===== src/rtl/core/dual_servo_sweep_sequencer_unit_defines.svh =====
// Assertion macros shared by the servo sweep sequencer RTL.
// Each macro expects signals named clk and arst_n in the module that uses it.
`ifndef DUAL_SERVO_SWEEP_SEQUENCER_UNIT_DEFINES_SVH
`define DUAL_SERVO_SWEEP_SEQUENCER_UNIT_DEFINES_SVH

// A condition that must hold at every clock edge out of reset.
`define DSSS_CHECK(lbl, cond) \
	lbl: assert property (@(posedge clk) disable iff (!arst_n) (cond)) \
		else $error("dsss check failed");

// A condition that, once seen, forces another one at the next clock edge.
`define DSSS_CHECK_NEXT(lbl, ante, cons) \
	lbl: assert property (@(posedge clk) disable iff (!arst_n) (ante) |=> (cons)) \
		else $error("dsss sequence check failed");

`endif


===== src/rtl/core/dsss_pkg.sv =====
`timescale 1ns / 1ps
// Shared types and constants of the dual servo sweep sequencer.
// No dependencies; the RTL files and the testbench import this package.
package dsss_pkg;

	// Field and register widths.
	localparam int PERIOD_W   = 16;
	localparam int DIVIDER_W  = 8;
	localparam int CFG_DATA_W = 16;
	localparam int CFG_IDX_W  = 1;
	localparam int DUTY_W     = 15;
	localparam int CMP_W      = 13;
	localparam int PHASE_W    = 3;

	// Shared divider widths.
	localparam int DIVIDEND_W = 34;
	localparam int DIVISOR_W  = 14;
	localparam int QUO_W      = 15;
	localparam int QBITS_W    = 4;
	localparam int MULT_X_W   = 18;

	// Reciprocal path widths for the division by 10000.
	localparam int SCALED_W     = 23;
	localparam int RECIP_W      = 24;
	localparam int RECIP_PROD_W = 47;
	localparam int RECIP_SHIFT  = 33;

	// Configuration register indexes.
	localparam logic [CFG_IDX_W-1:0] REG_PERIOD  = 1'b0;
	localparam logic [CFG_IDX_W-1:0] REG_DIVIDER = 1'b1;

	// Reset values and sweep constants.
	localparam logic [PERIOD_W-1:0]  PERIOD_RESET  = 16'd478;
	localparam logic [DIVIDER_W-1:0] DIVIDER_RESET = 8'd1;
	localparam logic [DUTY_W-1:0]    DUTY_RESET    = 15'd50;
	localparam logic [QUO_W-1:0]     STEP_BOTTOM   = 15'd0;
	localparam logic [QUO_W-1:0]     STEP_MID      = 15'd50;
	localparam logic [QUO_W-1:0]     STEP_TOP      = 15'd100;

	// Compare value = floor(period * (CMP_BASE + CMP_SCALE * d) / 10000), capped
	// at CMP_MAX. A product at or above CMP_LIMIT (8192 * 10000) saturates.
	// Below it, floor(x / 10000) = ((x >> 4) * RECIP_MUL) >> RECIP_SHIFT exactly.
	localparam logic [MULT_X_W-1:0]   CMP_BASE   = 18'd500;
	localparam logic [MULT_X_W-1:0]   CMP_SCALE  = 18'd5;
	localparam logic [DIVIDEND_W-1:0] CMP_LIMIT  = 34'd81920000;
	localparam logic [CMP_W-1:0]      CMP_MAX    = 13'd8191;
	localparam logic [RECIP_W-1:0]    RECIP_MUL  = 24'd13743896;
	localparam logic [QBITS_W-1:0]    DUTY_QBITS = 4'(DUTY_W);

	// Direction codes, two's complement -1, 0, +1.
	typedef logic [1:0] dir_t;
	localparam dir_t DIR_ZERO = 2'b00;
	localparam dir_t DIR_POS  = 2'b01;
	localparam dir_t DIR_NEG  = 2'b11;

	// Phase codes reported per channel.
	typedef logic [PHASE_W-1:0] phase_t;
	localparam phase_t PH_NONE     = 3'd0;
	localparam phase_t PH_TOP      = 3'd1;
	localparam phase_t PH_MID_FALL = 3'd2;
	localparam phase_t PH_BOTTOM   = 3'd3;
	localparam phase_t PH_MID_RISE = 3'd4;

	// Sequencer states.
	typedef enum logic [4:0] {
		S_IDLE,
		S_E1Q, S_E1QW, S_E1M, S_E1R, S_E1S,
		S_E2Q, S_E2QW, S_E2M, S_E2R, S_E2S,
		S_A1, S_A1W, S_A1U,
		S_A2, S_A2W, S_A2U,
		S_DONE
	} seq_state_t;

	// Request to and response from the shared divider.
	typedef struct packed {
		logic                  start;
		logic [DIVIDEND_W-1:0] dividend;
		logic [DIVISOR_W-1:0]  divisor;
		logic [QBITS_W-1:0]    qbits;
	} div_req_t;

	typedef struct packed {
		logic             done;
		logic [QUO_W-1:0] quotient;
	} div_rsp_t;

endpackage


===== src/rtl/core/dual_servo_sweep_sequencer_unit.sv =====
`timescale 1ns / 1ps
// Top level of the dual servo sweep sequencer: sequencer, channel state and
// result register. Depends on dsss_pkg, dsss_div and the assertion macro header.
//
//   Channel   Handshake              Payload
//   -------   --------------------   ---------------------------------------------
//   input     in_valid / in_ready    disable_all
//   output    out_valid / out_ready  ch1_compare ch1_write ch2_compare ch2_write
//                                    ch1_phase ch2_phase
//   config    cfg_write_en           cfg_index cfg_data (no wait, no read-back)
//
// Most of an item's work falls on the shared radix-2 divider, which computes
// two to four duty quotients per item depending on how many channels are
// moving; each compare then passes through the product, the reciprocal
// multiply by 1/10000 and the saturation, in that order.
// in_ready is high only while the sequencer is idle. A finished result waits in
// the output register, so the next item is accepted while it is still pending;
// a second finished result waits in the sequencer until the register is free.
// Reset is asynchronous and active low; there is no clearing pass.
module dual_servo_sweep_sequencer_unit (
	input  logic                              clk,
	input  logic                              arst_n,
	input  logic                              in_valid,
	output logic                              in_ready,
	input  logic                              disable_all,
	output logic                              out_valid,
	input  logic                              out_ready,
	output logic [dsss_pkg::CMP_W-1:0]        ch1_compare,
	output logic                              ch1_write,
	output logic [dsss_pkg::CMP_W-1:0]        ch2_compare,
	output logic                              ch2_write,
	output logic [dsss_pkg::PHASE_W-1:0]      ch1_phase,
	output logic [dsss_pkg::PHASE_W-1:0]      ch2_phase,
	input  logic                              cfg_write_en,
	input  logic [dsss_pkg::CFG_IDX_W-1:0]    cfg_index,
	input  logic [dsss_pkg::CFG_DATA_W-1:0]   cfg_data
);
	import dsss_pkg::*;

	`include "dual_servo_sweep_sequencer_unit_defines.svh"

	// Direction after reaching a sweep end; the middle leaves it alone.
	function automatic dir_t dir_after(input logic [QUO_W-1:0] q, input dir_t dir);
		dir_t r;
		r = dir;
		if (q == STEP_BOTTOM) begin
			r = DIR_POS;
		end else if (q == STEP_TOP) begin
			r = DIR_NEG;
		end
		return r;
	endfunction

	// Phase reached after a step, judged with the direction of travel.
	function automatic phase_t phase_of(input logic [QUO_W-1:0] q, input dir_t dir);
		phase_t p;
		p = PH_NONE;
		if (q == STEP_BOTTOM) begin
			p = PH_BOTTOM;
		end else if (q == STEP_MID) begin
			p = (dir == DIR_POS) ? PH_MID_RISE : PH_MID_FALL;
		end else if (q == STEP_TOP) begin
			p = PH_TOP;
		end
		return p;
	endfunction

	seq_state_t state_q, state_d;

	// Configuration registers.
	logic [PERIOD_W-1:0]  period_q;
	logic [DIVIDER_W-1:0] divider_q;
	logic [DIVIDER_W-1:0] eff_div;

	// Channel state.
	logic [DUTY_W-1:0] ch1_duty_q, ch2_duty_q;
	dir_t              ch1_dir_q, ch2_dir_q;
	dir_t              ch1_sdir_q, ch2_sdir_q;
	logic              ch1_en_q, ch2_en_q;
	logic              ch1_started_q, ch2_started_q;
	logic              ch2_parity_q;

	// Item in flight and its staged result.
	logic                    dis_q;
	logic [DIVIDEND_W-1:0]   prod_q;
	logic [RECIP_PROD_W-1:0] recip_q;
	logic                    ovf_q;
	logic [CMP_W-1:0]        res_cmp1_q, res_cmp2_q;
	logic                    res_wr1_q, res_wr2_q;
	phase_t                  res_ph1_q, res_ph2_q;

	// Output register.
	logic             out_valid_q;
	logic [CMP_W-1:0] out_cmp1_q, out_cmp2_q;
	logic             out_wr1_q, out_wr2_q;
	phase_t           out_ph1_q, out_ph2_q;

	div_req_t div_req;
	div_rsp_t div_rsp;

	// Combinational helpers.
	logic              act1, act2;
	logic [DUTY_W-1:0] duty1_step, duty2_step;
	logic              wr1, wr2;
	logic [DUTY_W-1:0] emit_x;
	logic [MULT_X_W-1:0] mult_x;
	logic [CMP_W-1:0]  cmp_val;
	dir_t              dir1_adv, dir2_adv;
	phase_t            ph1, ph2;
	logic              hand1, hand2;
	logic              load_out;
	logic              div_wait;

	assign eff_div = (divider_q == '0) ? DIVIDER_W'(1) : divider_q;

	// A channel moves only when enabled with a nonzero direction.
	assign act1 = ch1_en_q && (ch1_dir_q != DIR_ZERO);
	assign act2 = ch2_en_q && (ch2_dir_q != DIR_ZERO);
	assign duty1_step = (ch1_dir_q == DIR_POS) ? ch1_duty_q + DUTY_W'(1)
		: ch1_duty_q - DUTY_W'(1);
	assign duty2_step = (ch2_dir_q == DIR_POS) ? ch2_duty_q + DUTY_W'(1)
		: ch2_duty_q - DUTY_W'(1);

	// A disabled channel still loads its compare, at the middle of the sweep.
	// A halted channel loads nothing and reports a zero compare.
	assign wr1 = !ch1_en_q || (ch1_dir_q != DIR_ZERO);
	assign wr2 = !ch2_en_q || (ch2_dir_q != DIR_ZERO);

	always_comb begin
		if (state_q == S_E1M) begin
			emit_x = ch1_en_q ? div_rsp.quotient : STEP_MID;
		end else begin
			emit_x = ch2_en_q ? div_rsp.quotient : STEP_MID;
		end
		mult_x = CMP_BASE + MULT_X_W'(emit_x) * CMP_SCALE;
	end

	// The reciprocal product is exact only below the saturation limit, where
	// the quotient fits in the compare width.
	assign cmp_val = ovf_q ? CMP_MAX : recip_q[RECIP_SHIFT+CMP_W-1:RECIP_SHIFT];

	// Handoff rules. Channel 1 hands over on any phase until it has passed its
	// first rising middle, and on every rising middle after that. Channel 2
	// does the same until started, then only on odd full periods.
	assign dir1_adv = dir_after(div_rsp.quotient, ch1_dir_q);
	assign ph1      = phase_of(div_rsp.quotient, ch1_dir_q);
	assign hand1    = (ph1 == PH_MID_RISE) || (!ch1_started_q && (ph1 != PH_NONE));

	assign dir2_adv = dir_after(div_rsp.quotient, ch2_dir_q);
	assign ph2      = phase_of(div_rsp.quotient, ch2_dir_q);
	assign hand2    = !ch2_started_q ? (ph2 != PH_NONE)
		: ((ph2 == PH_MID_RISE) && !ch2_parity_q);

	assign load_out = (state_q == S_DONE) && (!out_valid_q || out_ready);

	assign div_wait = (state_q == S_E1QW) || (state_q == S_E2QW) ||
		(state_q == S_A1W) || (state_q == S_A2W);

	// Sequencer: next state and divider requests.
	always_comb begin
		state_d          = state_q;
		div_req.start    = 1'b0;
		div_req.dividend = '0;
		div_req.divisor  = DIVISOR_W'(eff_div);
		div_req.qbits    = DUTY_QBITS;
		unique case (state_q)
			S_IDLE: begin
				if (in_valid) begin
					state_d = S_E1Q;
				end
			end
			S_E1Q: begin
				div_req.start    = 1'b1;
				div_req.dividend = DIVIDEND_W'(ch1_duty_q);
				div_req.divisor  = DIVISOR_W'(eff_div);
				div_req.qbits    = DUTY_QBITS;
				state_d          = S_E1QW;
			end
			S_E1QW: begin
				if (div_rsp.done) begin
					state_d = S_E1M;
				end
			end
			S_E1M: begin
				state_d = S_E1R;
			end
			S_E1R: begin
				state_d = S_E1S;
			end
			S_E1S: begin
				state_d = S_E2Q;
			end
			S_E2Q: begin
				div_req.start    = 1'b1;
				div_req.dividend = DIVIDEND_W'(ch2_duty_q);
				div_req.divisor  = DIVISOR_W'(eff_div);
				div_req.qbits    = DUTY_QBITS;
				state_d          = S_E2QW;
			end
			S_E2QW: begin
				if (div_rsp.done) begin
					state_d = S_E2M;
				end
			end
			S_E2M: begin
				state_d = S_E2R;
			end
			S_E2R: begin
				state_d = S_E2S;
			end
			S_E2S: begin
				state_d = S_A1;
			end
			S_A1: begin
				div_req.start    = act1;
				div_req.dividend = DIVIDEND_W'(duty1_step);
				div_req.divisor  = DIVISOR_W'(eff_div);
				div_req.qbits    = DUTY_QBITS;
				state_d          = act1 ? S_A1W : S_A2;
			end
			S_A1W: begin
				if (div_rsp.done) begin
					state_d = S_A1U;
				end
			end
			S_A1U: begin
				state_d = S_A2;
			end
			S_A2: begin
				div_req.start    = act2;
				div_req.dividend = DIVIDEND_W'(duty2_step);
				div_req.divisor  = DIVISOR_W'(eff_div);
				div_req.qbits    = DUTY_QBITS;
				state_d          = act2 ? S_A2W : S_DONE;
			end
			S_A2W: begin
				if (div_rsp.done) begin
					state_d = S_A2U;
				end
			end
			S_A2U: begin
				state_d = S_DONE;
			end
			S_DONE: begin
				if (load_out) begin
					state_d = S_IDLE;
				end
			end
			default: begin
				state_d = S_IDLE;
			end
		endcase
	end

	always_ff @(posedge clk or negedge arst_n) begin
		if (!arst_n) begin
			state_q <= S_IDLE;
		end else begin
			state_q <= state_d;
		end
	end

	// Configuration writes; the user must issue them only while the block is idle; the block does not enforce it.
	always_ff @(posedge clk or negedge arst_n) begin
		if (!arst_n) begin
			period_q  <= PERIOD_RESET;
			divider_q <= DIVIDER_RESET;
		end else if (cfg_write_en) begin
			unique case (cfg_index)
				REG_PERIOD:  period_q  <= cfg_data[PERIOD_W-1:0];
				REG_DIVIDER: divider_q <= cfg_data[DIVIDER_W-1:0];
				default: begin
				end
			endcase
		end
	end

	// Channel state: advance, handoff and the end-of-tick disable.
	always_ff @(posedge clk or negedge arst_n) begin
		if (!arst_n) begin
			ch1_duty_q    <= DUTY_RESET;
			ch1_dir_q     <= DIR_POS;
			ch1_sdir_q    <= DIR_POS;
			ch1_en_q      <= 1'b1;
			ch1_started_q <= 1'b0;
			ch2_duty_q    <= DUTY_RESET;
			ch2_dir_q     <= DIR_ZERO;
			ch2_sdir_q    <= DIR_POS;
			ch2_en_q      <= 1'b1;
			ch2_started_q <= 1'b0;
			ch2_parity_q  <= 1'b0;
		end else begin
			if ((state_q == S_A1) && act1) begin
				ch1_duty_q <= duty1_step;
			end
			if ((state_q == S_A2) && act2) begin
				ch2_duty_q <= duty2_step;
			end
			if (state_q == S_A1U) begin
				if (ph1 == PH_MID_RISE) begin
					ch1_started_q <= 1'b1;
				end
				if (hand1) begin
					ch1_sdir_q <= dir1_adv;
					ch1_dir_q  <= DIR_ZERO;
					ch2_dir_q  <= ch2_sdir_q;
				end else begin
					ch1_dir_q <= dir1_adv;
				end
			end
			if (state_q == S_A2U) begin
				if (ph2 == PH_MID_RISE) begin
					ch2_started_q <= 1'b1;
					ch2_parity_q  <= !ch2_started_q || !ch2_parity_q;
				end
				if (hand2) begin
					ch2_sdir_q <= dir2_adv;
					ch2_dir_q  <= DIR_ZERO;
					ch1_dir_q  <= ch1_sdir_q;
				end else begin
					ch2_dir_q <= dir2_adv;
				end
			end
			if (load_out && dis_q) begin
				ch1_en_q <= 1'b0;
				ch2_en_q <= 1'b0;
			end
		end
	end

	// Working registers of the item in flight.
	always_ff @(posedge clk) begin
		if ((state_q == S_IDLE) && in_valid) begin
			dis_q <= disable_all;
		end
		if ((state_q == S_E1M) || (state_q == S_E2M)) begin
			prod_q <= DIVIDEND_W'(period_q) * DIVIDEND_W'(mult_x);
		end
		if ((state_q == S_E1R) || (state_q == S_E2R)) begin
			recip_q <= RECIP_PROD_W'(prod_q[SCALED_W+3:4]) * RECIP_PROD_W'(RECIP_MUL);
			ovf_q   <= prod_q >= CMP_LIMIT;
		end
		if (state_q == S_E1S) begin
			res_wr1_q  <= wr1;
			res_cmp1_q <= wr1 ? cmp_val : '0;
		end
		if (state_q == S_E2S) begin
			res_wr2_q  <= wr2;
			res_cmp2_q <= wr2 ? cmp_val : '0;
		end
		if (state_q == S_A1) begin
			res_ph1_q <= PH_NONE;
		end else if (state_q == S_A1U) begin
			res_ph1_q <= ph1;
		end
		if (state_q == S_A2) begin
			res_ph2_q <= PH_NONE;
		end else if (state_q == S_A2U) begin
			res_ph2_q <= ph2;
		end
	end

	// Output register: holds a result until it is taken.
	always_ff @(posedge clk or negedge arst_n) begin
		if (!arst_n) begin
			out_valid_q <= 1'b0;
		end else if (load_out) begin
			out_valid_q <= 1'b1;
		end else if (out_ready) begin
			out_valid_q <= 1'b0;
		end
	end

	always_ff @(posedge clk) begin
		if (load_out) begin
			out_cmp1_q <= res_cmp1_q;
			out_wr1_q  <= res_wr1_q;
			out_cmp2_q <= res_cmp2_q;
			out_wr2_q  <= res_wr2_q;
			out_ph1_q  <= res_ph1_q;
			out_ph2_q  <= res_ph2_q;
		end
	end

	dsss_div u_div (
		.clk    (clk),
		.arst_n (arst_n),
		.req    (div_req),
		.rsp    (div_rsp)
	);

	assign in_ready    = (state_q == S_IDLE);
	assign out_valid   = out_valid_q;
	assign ch1_compare = out_cmp1_q;
	assign ch1_write   = out_wr1_q;
	assign ch2_compare = out_cmp2_q;
	assign ch2_write   = out_wr2_q;
	assign ch1_phase   = out_ph1_q;
	assign ch2_phase   = out_ph2_q;

	`DSSS_CHECK_NEXT(a_busy_after_accept, in_valid && in_ready, !in_ready)
	`DSSS_CHECK(a_done_in_wait, !div_rsp.done || div_wait)
	`DSSS_CHECK_NEXT(a_load_sets_valid, load_out, out_valid && in_ready)

endmodule


===== src/rtl/core/dsss_div.sv =====
`timescale 1ns / 1ps
// Shared restoring divider with a saturating quotient of qbits bits.
// Depends on dsss_pkg and the block's assertion macro header.
module dsss_div (
	input  logic              clk,
	input  logic              arst_n,
	input  dsss_pkg::div_req_t req,
	output dsss_pkg::div_rsp_t rsp
);
	import dsss_pkg::*;

	`include "dual_servo_sweep_sequencer_unit_defines.svh"

	logic                  busy_q;
	logic                  chk_q;
	logic                  done_q;
	logic [DIVIDEND_W-1:0] rem_q;
	logic [DIVIDEND_W-1:0] ds_q;
	logic [QUO_W-1:0]      quo_q;
	logic [QBITS_W-1:0]    cnt_q;
	logic [QBITS_W-1:0]    qbits_q;
	logic                  ge;
	logic [QUO_W:0]        ones;

	assign ge   = rem_q >= ds_q;
	assign ones = ((QUO_W+1)'(1) << qbits_q) - (QUO_W+1)'(1);

	// The first busy cycle checks for overflow against divisor << qbits;
	// each later cycle resolves one quotient bit.
	always_ff @(posedge clk or negedge arst_n) begin
		if (!arst_n) begin
			busy_q <= 1'b0;
			chk_q  <= 1'b0;
			done_q <= 1'b0;
		end else begin
			done_q <= 1'b0;
			if (req.start) begin
				busy_q <= 1'b1;
				chk_q  <= 1'b1;
			end else if (busy_q) begin
				if (chk_q) begin
					chk_q <= 1'b0;
					if (ge) begin
						busy_q <= 1'b0;
						done_q <= 1'b1;
					end
				end else if (cnt_q == QBITS_W'(1)) begin
					busy_q <= 1'b0;
					done_q <= 1'b1;
				end
			end
		end
	end

	always_ff @(posedge clk) begin
		if (req.start) begin
			rem_q   <= req.dividend;
			ds_q    <= DIVIDEND_W'(req.divisor) << req.qbits;
			cnt_q   <= req.qbits;
			qbits_q <= req.qbits;
			quo_q   <= '0;
		end else if (busy_q) begin
			if (chk_q) begin
				if (ge) begin
					quo_q <= ones[QUO_W-1:0];
				end else begin
					ds_q <= ds_q >> 1;
				end
			end else begin
				if (ge) begin
					rem_q <= rem_q - ds_q;
				end
				quo_q <= {quo_q[QUO_W-2:0], ge};
				ds_q  <= ds_q >> 1;
				cnt_q <= cnt_q - QBITS_W'(1);
			end
		end
	end

	assign rsp.done     = done_q;
	assign rsp.quotient = quo_q;

	`DSSS_CHECK(a_no_start_when_busy, !(req.start && busy_q))
	`DSSS_CHECK(a_done_not_busy, !(done_q && busy_q))
	`DSSS_CHECK_NEXT(a_start_busy, req.start, busy_q && chk_q)

endmodule


===== config.mk =====
export PLATFORM = sky130hd
export DESIGN_NAME = dual_servo_sweep_sequencer_unit
export DESIGN_NICKNAME = d
export VERILOG_FILES = /design/src/rtl/core/dsss_pkg.sv /design/src/rtl/core/dual_servo_sweep_sequencer_unit.sv /design/src/rtl/core/dsss_div.sv
export VERILOG_INCLUDE_DIRS = /design/src /design/src/rtl/core
export SDC_FILE = /design/constraint.sdc
export NUM_CORES = 2
export LEC_CHECK = 0
export ABC_AREA = 1
export BUFFER_PORTS_ARGS = -buffer_cell sky130_fd_sc_hd__buf_2
export CAP_MARGIN = 5
export CORE_AREA = 8 8 275 277
export CTS_CLUSTER_DIAMETER = 200
export CTS_CLUSTER_SIZE = 40
export DETAILED_ROUTE_END_ITERATION = 10
export DIE_AREA = 0 0 283 285
export GPL_ROUTABILITY_DRIVEN = 0
export SYNTH_ARGS = -nofsm -noshare
export SYNTH_HDL_FRONTEND = slang
export SYNTH_SLANG_ARGS = --single-unit

===== constraint.sdc =====
create_clock -name clk -period 18.1 [get_ports clk]
set_clock_uncertainty 0.15 [all_clocks]
set_input_delay 2.715 -clock clk [delete_from_list [all_inputs] [get_ports clk]]
set_output_delay 2.715 -clock clk [all_outputs]
set_load 0.01 [all_outputs]

# --- Word-level counts from Yosys, hierarchy flattened ---
# Cells that the tools add are included.
op_classes:
  n_eq_ne: 33
  addsub: 8
  n_lt_le_gt_ge: 2
  bitwise: 1
  n_mul: 3
  shifts: 2
  mux: 62
  reduce_logical: 45
op_table:
  columns: ["op", "count"]
  rows:
  - ["$mux 34", 8]
  - ["$pmux 53 s4", 1]
  - ["$pmux 5 s18", 1]
  - ["$mux 15", 5]
  - ["$mul 23x21->43 const B", 1]
  - ["$eq 5x4->1 const B", 8]
  - ["$mux 5", 7]
  - ["$ge 34x27->1 const B", 1]
  - ["$ge 34x34->1", 1]
  - ["$mul 16x18->34", 1]
  - ["$shl 14x4->34", 1]
  - ["$sub 34x34->34", 1]
  - ["$add 15x1->15 const B", 2]
  - ["$sub 15x1->15 const B", 2]
  - ["$mux 2", 13]
  - ["$eq 5x3->1 const B", 4]
  - ["$reduce_and 2->1", 10]
  - ["$add 9x18->18 const A", 1]
  - ["$mul 15x3->18 const B", 1]
  - ["$mux 3", 6]
  - ["$mux 1", 16]
  - ["$eq 15x6->1 const B", 1]
  - ["$eq 15x7->1 const B", 1]
  - ["$logic_not 15->1", 1]
  - ["other kinds (25)", 62]
totals:
  elab_cells: 194
  reg_bits: 313
  out_inout_bits: 36
  inputBits: 23

# --- Logic depth before layout (Yosys ltp) ---
logic_depth:
  ltp_word: 11
  depth_mapped: 38
  depth_no_buf: 37

# --- Cells and area by module ---
# From an unflattened synthesis, not the netlist that was laid out.
hier_totals:
  hier_cells: 4343
  hier_area_um2: 35567.9
modules_own_cells:
  columns: ["module", "seq_area_each_um2", "area_each_um2", "cells_per_inst", "instances"]
  rows:
  - ["dual_servo_sweep_sequencer_unit", 5277.6, 28728.8, 3383, 1]
  - ["dsss_div", 2507.4, 6839.1, 960, 1]

# --- Least setup slack after synthesis ---
# OpenSTA, ideal clock, no wires.
synth_path:
  kind: "register to register"
  startpoint: "reg ch2_en_q"
  endpoint: "reg prod_q[32] (data pin)"
  path_stages_with_launch: 35
  path_slack_ns: 10.301
  setup_ns: 0.259
  arrival_ns: 7.390
  path_buffers: 1
  cell_sequence: "dfstp_2 buf_2 inv_1 nor2_1 inv_1 ha_1 ha_1 ha_1 inv_1 fa_1 o21ai_2 a21boi_2 o21ai_4 nand2_1 nand2_1 nand2_2 nand2_1 nor2_1 fa_1 inv_1 fa_1 inv_1 fa_1 fa_1 fa_1 inv_1 fa_1 inv_1 ha_1 a21o_1 a21oi_1 o21ai_0 a21oi_1 nand2_1 xor2_1"
synth_between:
  elab_chain_cells: 4
synth_rtl:
  columns: ["element", "line", "source"]
  rows:
  - ["start, declared", "dual_servo_sweep_sequencer_unit.sv:79", "logic ch1_en_q, ch2_en_q;"]
  - ["start signal, assigned", "dual_servo_sweep_sequencer_unit.sv:289", "ch2_en_q <= 1'b1;"]
  - ["start signal, assigned", "dual_servo_sweep_sequencer_unit.sv:326", "ch2_en_q <= 1'b0;"]
  - ["$mux 15", "dual_servo_sweep_sequencer_unit.sv:133", "emit_x = ch2_en_q ? div_rsp.quotient : STEP_MID;"]
  - ["$mul 15x3->18", "dual_servo_sweep_sequencer_unit.sv:135", "mult_x = CMP_BASE + MULT_X_W'(emit_x) * CMP_SCALE;"]
  - ["$add 9x18->18", "dual_servo_sweep_sequencer_unit.sv:135", null]
  - ["$mul 16x18->34", "dual_servo_sweep_sequencer_unit.sv:337", "prod_q <= DIVIDEND_W'(period_q) * DIVIDEND_W'(mult_x);"]
  - ["end signal, assigned", "dual_servo_sweep_sequencer_unit.sv:337", null]
  - ["end, declared", "dual_servo_sweep_sequencer_unit.sv:85", "logic [DIVIDEND_W-1:0] prod_q;"]
# No other way between the ends.
# A chain may end at the register's enable or synchronous reset.

# --- Worst setup path after layout ---
layout_path:
  startpoint: "reg ch2_en_q"
  endpoint: "reg prod_q[24] (data pin)"
# Same word-level chain as after synthesis.

==> results.sh <==
export IMPL_start_util=0.475
export IMPL_grt_max_degree=56
export IMPL_fin_area_sq_mm=0.0353
export IMPL_ys_seq_area_frac=0.222
export IMPL_antenna_found_initial=0
export IMPL_cts_clk_slew_worst_paths_ps=150
export IMPL_drc=0
export IMPL_synthArstFlopShare=0.280
export IMPL_grt_pass1_wl_um=145000
export IMPL_cp_common_cell="inv_1"
export IMPL_drt_total_wl_um=89900
export IMPL_rsz0062_at_grt="false"
export IMPL_setup_tns_ps=0
export IMPL_critPathArrivalTime_ps=9920
export IMPL_cts_setup_buffers=0
export IMPL_cpPeakStageDelay_ps=730
export IMPL_r2r_start="ch2_en_q"
export IMPL_p_leak_nw=18.3
export IMPL_htreeDepth=1
export IMPL_syn_inst=4030
export IMPL_yosys_top_cells_area="fa_1 (25%), edfxtp_1 (15%), ha_1 (15%)"
export IMPL_grtUsageTotal=0.221
export IMPL_yosysWarnings=0
export IMPL_dieHeight_um=285
export IMPL_power_switching_w=0.00172
export IMPL_cts_hold_repair_buffers=0
export IMPL_finalMaxSlewViolations=0
export IMPL_ant_nets=0
export IMPL_slew_headroom=0.365
export IMPL_period_needed_ps=9770
export IMPL_p_int_w=0.00171
export IMPL_power_frac_clock=0.089
export IMPL_ir_drop_mv=0.209
export IMPL_r2r_cells=29
export IMPL_synth_most_common_cell="inv_1"
export IMPL_fmax_mhz=102
export IMPL_cpMaxStageDelayCell="dfstp_2"
export IMPL_ys_ff_latch=268
export IMPL_synth_top_area_frac=0.248
export IMPL_synth_fp_nets=4861
export IMPL_required_ps=18250
export IMPL_fp_dieW_um=283
export IMPL_placed_area_sq_mm=0.0350
export IMPL_port_buffers=58
export IMPL_r2r_slack_ps=8330
export IMPL_power_frac_comb=0.679
export IMPL_clkSinkCount=268
export IMPL_die_area_sq_mm=0.0807
export IMPL_root_buffer="clkbuf_16"
export IMPL_setup_viol=0
export IMPL_wire_per_inst_um=18.0
export IMPL_synth_distinct_cells=61
export IMPL_rows=98
export IMPL_cellPowerDensity_mw_per_mm2=97.2
export IMPL_overflow=0
export IMPL_min_from="res_cmp2_q[7]"
export IMPL_post_cts_resized=0
export IMPL_drt_iter0_drc=2007
export IMPL_placedCellCount=4988
export IMPL_cts_tree="done"
export IMPL_ys_top_cells_by_count="inv_1 (853), nand2_1 (791), fa_1 (417)"
export IMPL_syn_area_per_cell_sq_um=8.37
export IMPL_switching_share=0.502
export IMPL_startpoint="ch2_en_q"
export IMPL_drtPass1Iterations=5
export IMPL_hold_viol=0
export IMPL_worst_pin_slew_ps=951
export IMPL_stdcell_count=5004
export IMPL_nNetsFinal=4881
export IMPL_vias=26200
export IMPL_clockBufferDepth=3
export IMPL_holdWs_ps=285
export IMPL_timing_rr_end="prod_q[24]"
export IMPL_drive_gt1_frac=0.0412
export IMPL_grt_pass1_vias=26600
export IMPL_crit_type="reg -> reg"
export IMPL_yosys_area_top_type="fa_1"
export IMPL_startpoint_type="flop"
export IMPL_synth_edff_count=172
export IMPL_coreArea_sq_mm=0.0710
export IMPL_dp_hpwl_um=75400
export IMPL_fin_crit_sh=0.540
export IMPL_diodes=0
export IMPL_syn_area_sq_mm=0.0337
export IMPL_hold_class="reg -> reg"
export IMPL_ios=59
export IMPL_numCtsBuffers=10
export IMPL_worstSkewPairLatency_ps=530
export IMPL_end_kind="flop"
export IMPL_endpoint="prod_q[24]"
export IMPL_outcome="completed"
export IMPL_final_util=0.498
export IMPL_synthFlopType="edfxtp_1"
export IMPL_max_cap_viol_count=0
export IMPL_crit_fanout=17
export IMPL_p_seq_frac=0.231
export IMPL_syn_to_final_growth_pct=4.78
export IMPL_via_per_inst=5.23
[how the worst min path moves through the flow]
stage,endpoint,cells after the start
floorplan,ch1_compare[0],0
global placement,ch2_compare[12],0
detailed placement,ch2_compare[7],0
CTS,ch2_compare[7],0
global route,ch2_compare[7],0
finish,ch2_compare[7],0
[cell type report]
| cell class | instances | area (sq um) |
|---|---|---|
| fill | 6925 | 35700 |
| timing repair buffer | 73 | 405 |
| clock buffer | 14 | 287 |
| inverter | 868 | 3270 |
| sequential | 268 | 7480 |
| tap | 950 | 1190 |
| multi-input combinational | 2829 | 22700 |
| clock inverter | 2 | 17.5 |
[critical path, delay by kind of cell (launching register included)]
kind | cells | cell delay, ps
buffers and inverters | 8 | 1110
AND/OR/NAND/NOR | 5 | 1310
XOR/XNOR | 2 | 870
AO/OA/AOI/OAI | 3 | 910
flip-flops | 1 | 730
adder cells (fa/ha/maj) | 11 | 4480
[registers in the layout (all words and copies together) (netlist names), 3 cells and up]
name	flops
period_q	16
res_cmp2_q	13
state_q	5
u_div.rem_q	34
recip_q	13
divider_q	8
prod_q	34
u_div.quo_q	15
ch2_duty_q	15
res_ph1_q	3
ch1_duty_q	15
ch1_compare	13
res_cmp1_q	13
ch2_phase	3
u_div.ds_q	23
ch2_compare	13
u_div.cnt_q	4
ch1_phase	3
res_ph2_q	3
[cells by family (layout without fill, tap and decap cells)]
kind of cell,after synthesis,count (layout),synth area share
AOI/OAI and AO/OA,446,446,0.0742
xor gates and xnor gates,68,68,0.0182
adders and majority gates,808,808,0.393
buffers and inverters,933,957,0.106
DFF,268,268,0.222
muxes,1,1,0.000334
and+or+nand+nor,1506,1506,0.186
[power groups by stage]
stage                     clock [W]  sequential [W]  combinational (W)
after global placement            0        0.000806            0.00230
after detailed placement          0        0.000806            0.00231
final                      0.000306        0.000795            0.00233
after global routing       0.000335        0.000795            0.00267
after CTS                  0.000321        0.000793            0.00233
after floorplan                   0        0.000784            0.00173
[per-layer routing]
layer	up-vias	share of wire	GRT usage
li1	12700	-	-
met1	12700	0.46	0.309
met2	678	0.47	0.376
met3	121	0.053	0.0207
met4	0	0.022	0.0443
met5	-	0	0
[through the flow]
stage          setup WS, ps  power [W]
6_report               8330    0.00343
5_1_grt                7610    0.00380
4_1_cts                8320    0.00344
3_5_place_dp           8390    0.00312
3_3_place_gp           8730    0.00311
2_1_floorplan         10300    0.00251
[placed cells by master (no fill, tap or decap), types with 4 or more instances in the layout]
| cell type | Yosys | final |
|---|---|---|
| nor4_1 | 9 | 9 |
| nor2_4 | 3 | 4 |
| dfrtp_1 | 57 | 57 |
| a21oi_2 | 18 | 18 |
| xor2_1 | 40 | 40 |
| a21boi_0 | 5 | 5 |
| buf_2 | 13 | 57 |
| o21ai_0 | 149 | 147 |
| clkinv_1 | 4 | 4 |
| a21oi_1 | 209 | 209 |
| nand2_2 | 5 | 5 |
| a21o_1 | 9 | 9 |
| o21a_1 | 7 | 7 |
| dfxtp_1 | 21 | 21 |
| clkbuf_16 | 0 | 11 |
| buf_4 | 3 | 16 |
| nand3b_1 | 15 | 15 |
| xnor2_1 | 27 | 27 |
| a22o_1 | 6 | 6 |
| nor2_1 | 388 | 387 |
| nor3_1 | 35 | 35 |
| nand4_1 | 51 | 51 |
| nand2_1 | 791 | 791 |
| edfxtp_1 | 172 | 172 |
| nand3_1 | 187 | 187 |
| o2111ai_1 | 4 | 4 |
| o21bai_1 | 13 | 13 |
| nand3_2 | 4 | 4 |
| fa_1 | 417 | 417 |
| inv_1 | 853 | 853 |
| o22ai_1 | 6 | 6 |
| dfstp_2 | 18 | 18 |
| ha_1 | 391 | 391 |
| a31oi_1 | 7 | 7 |
| inv_2 | 9 | 9 |
(Power assumes the default switching activity.)
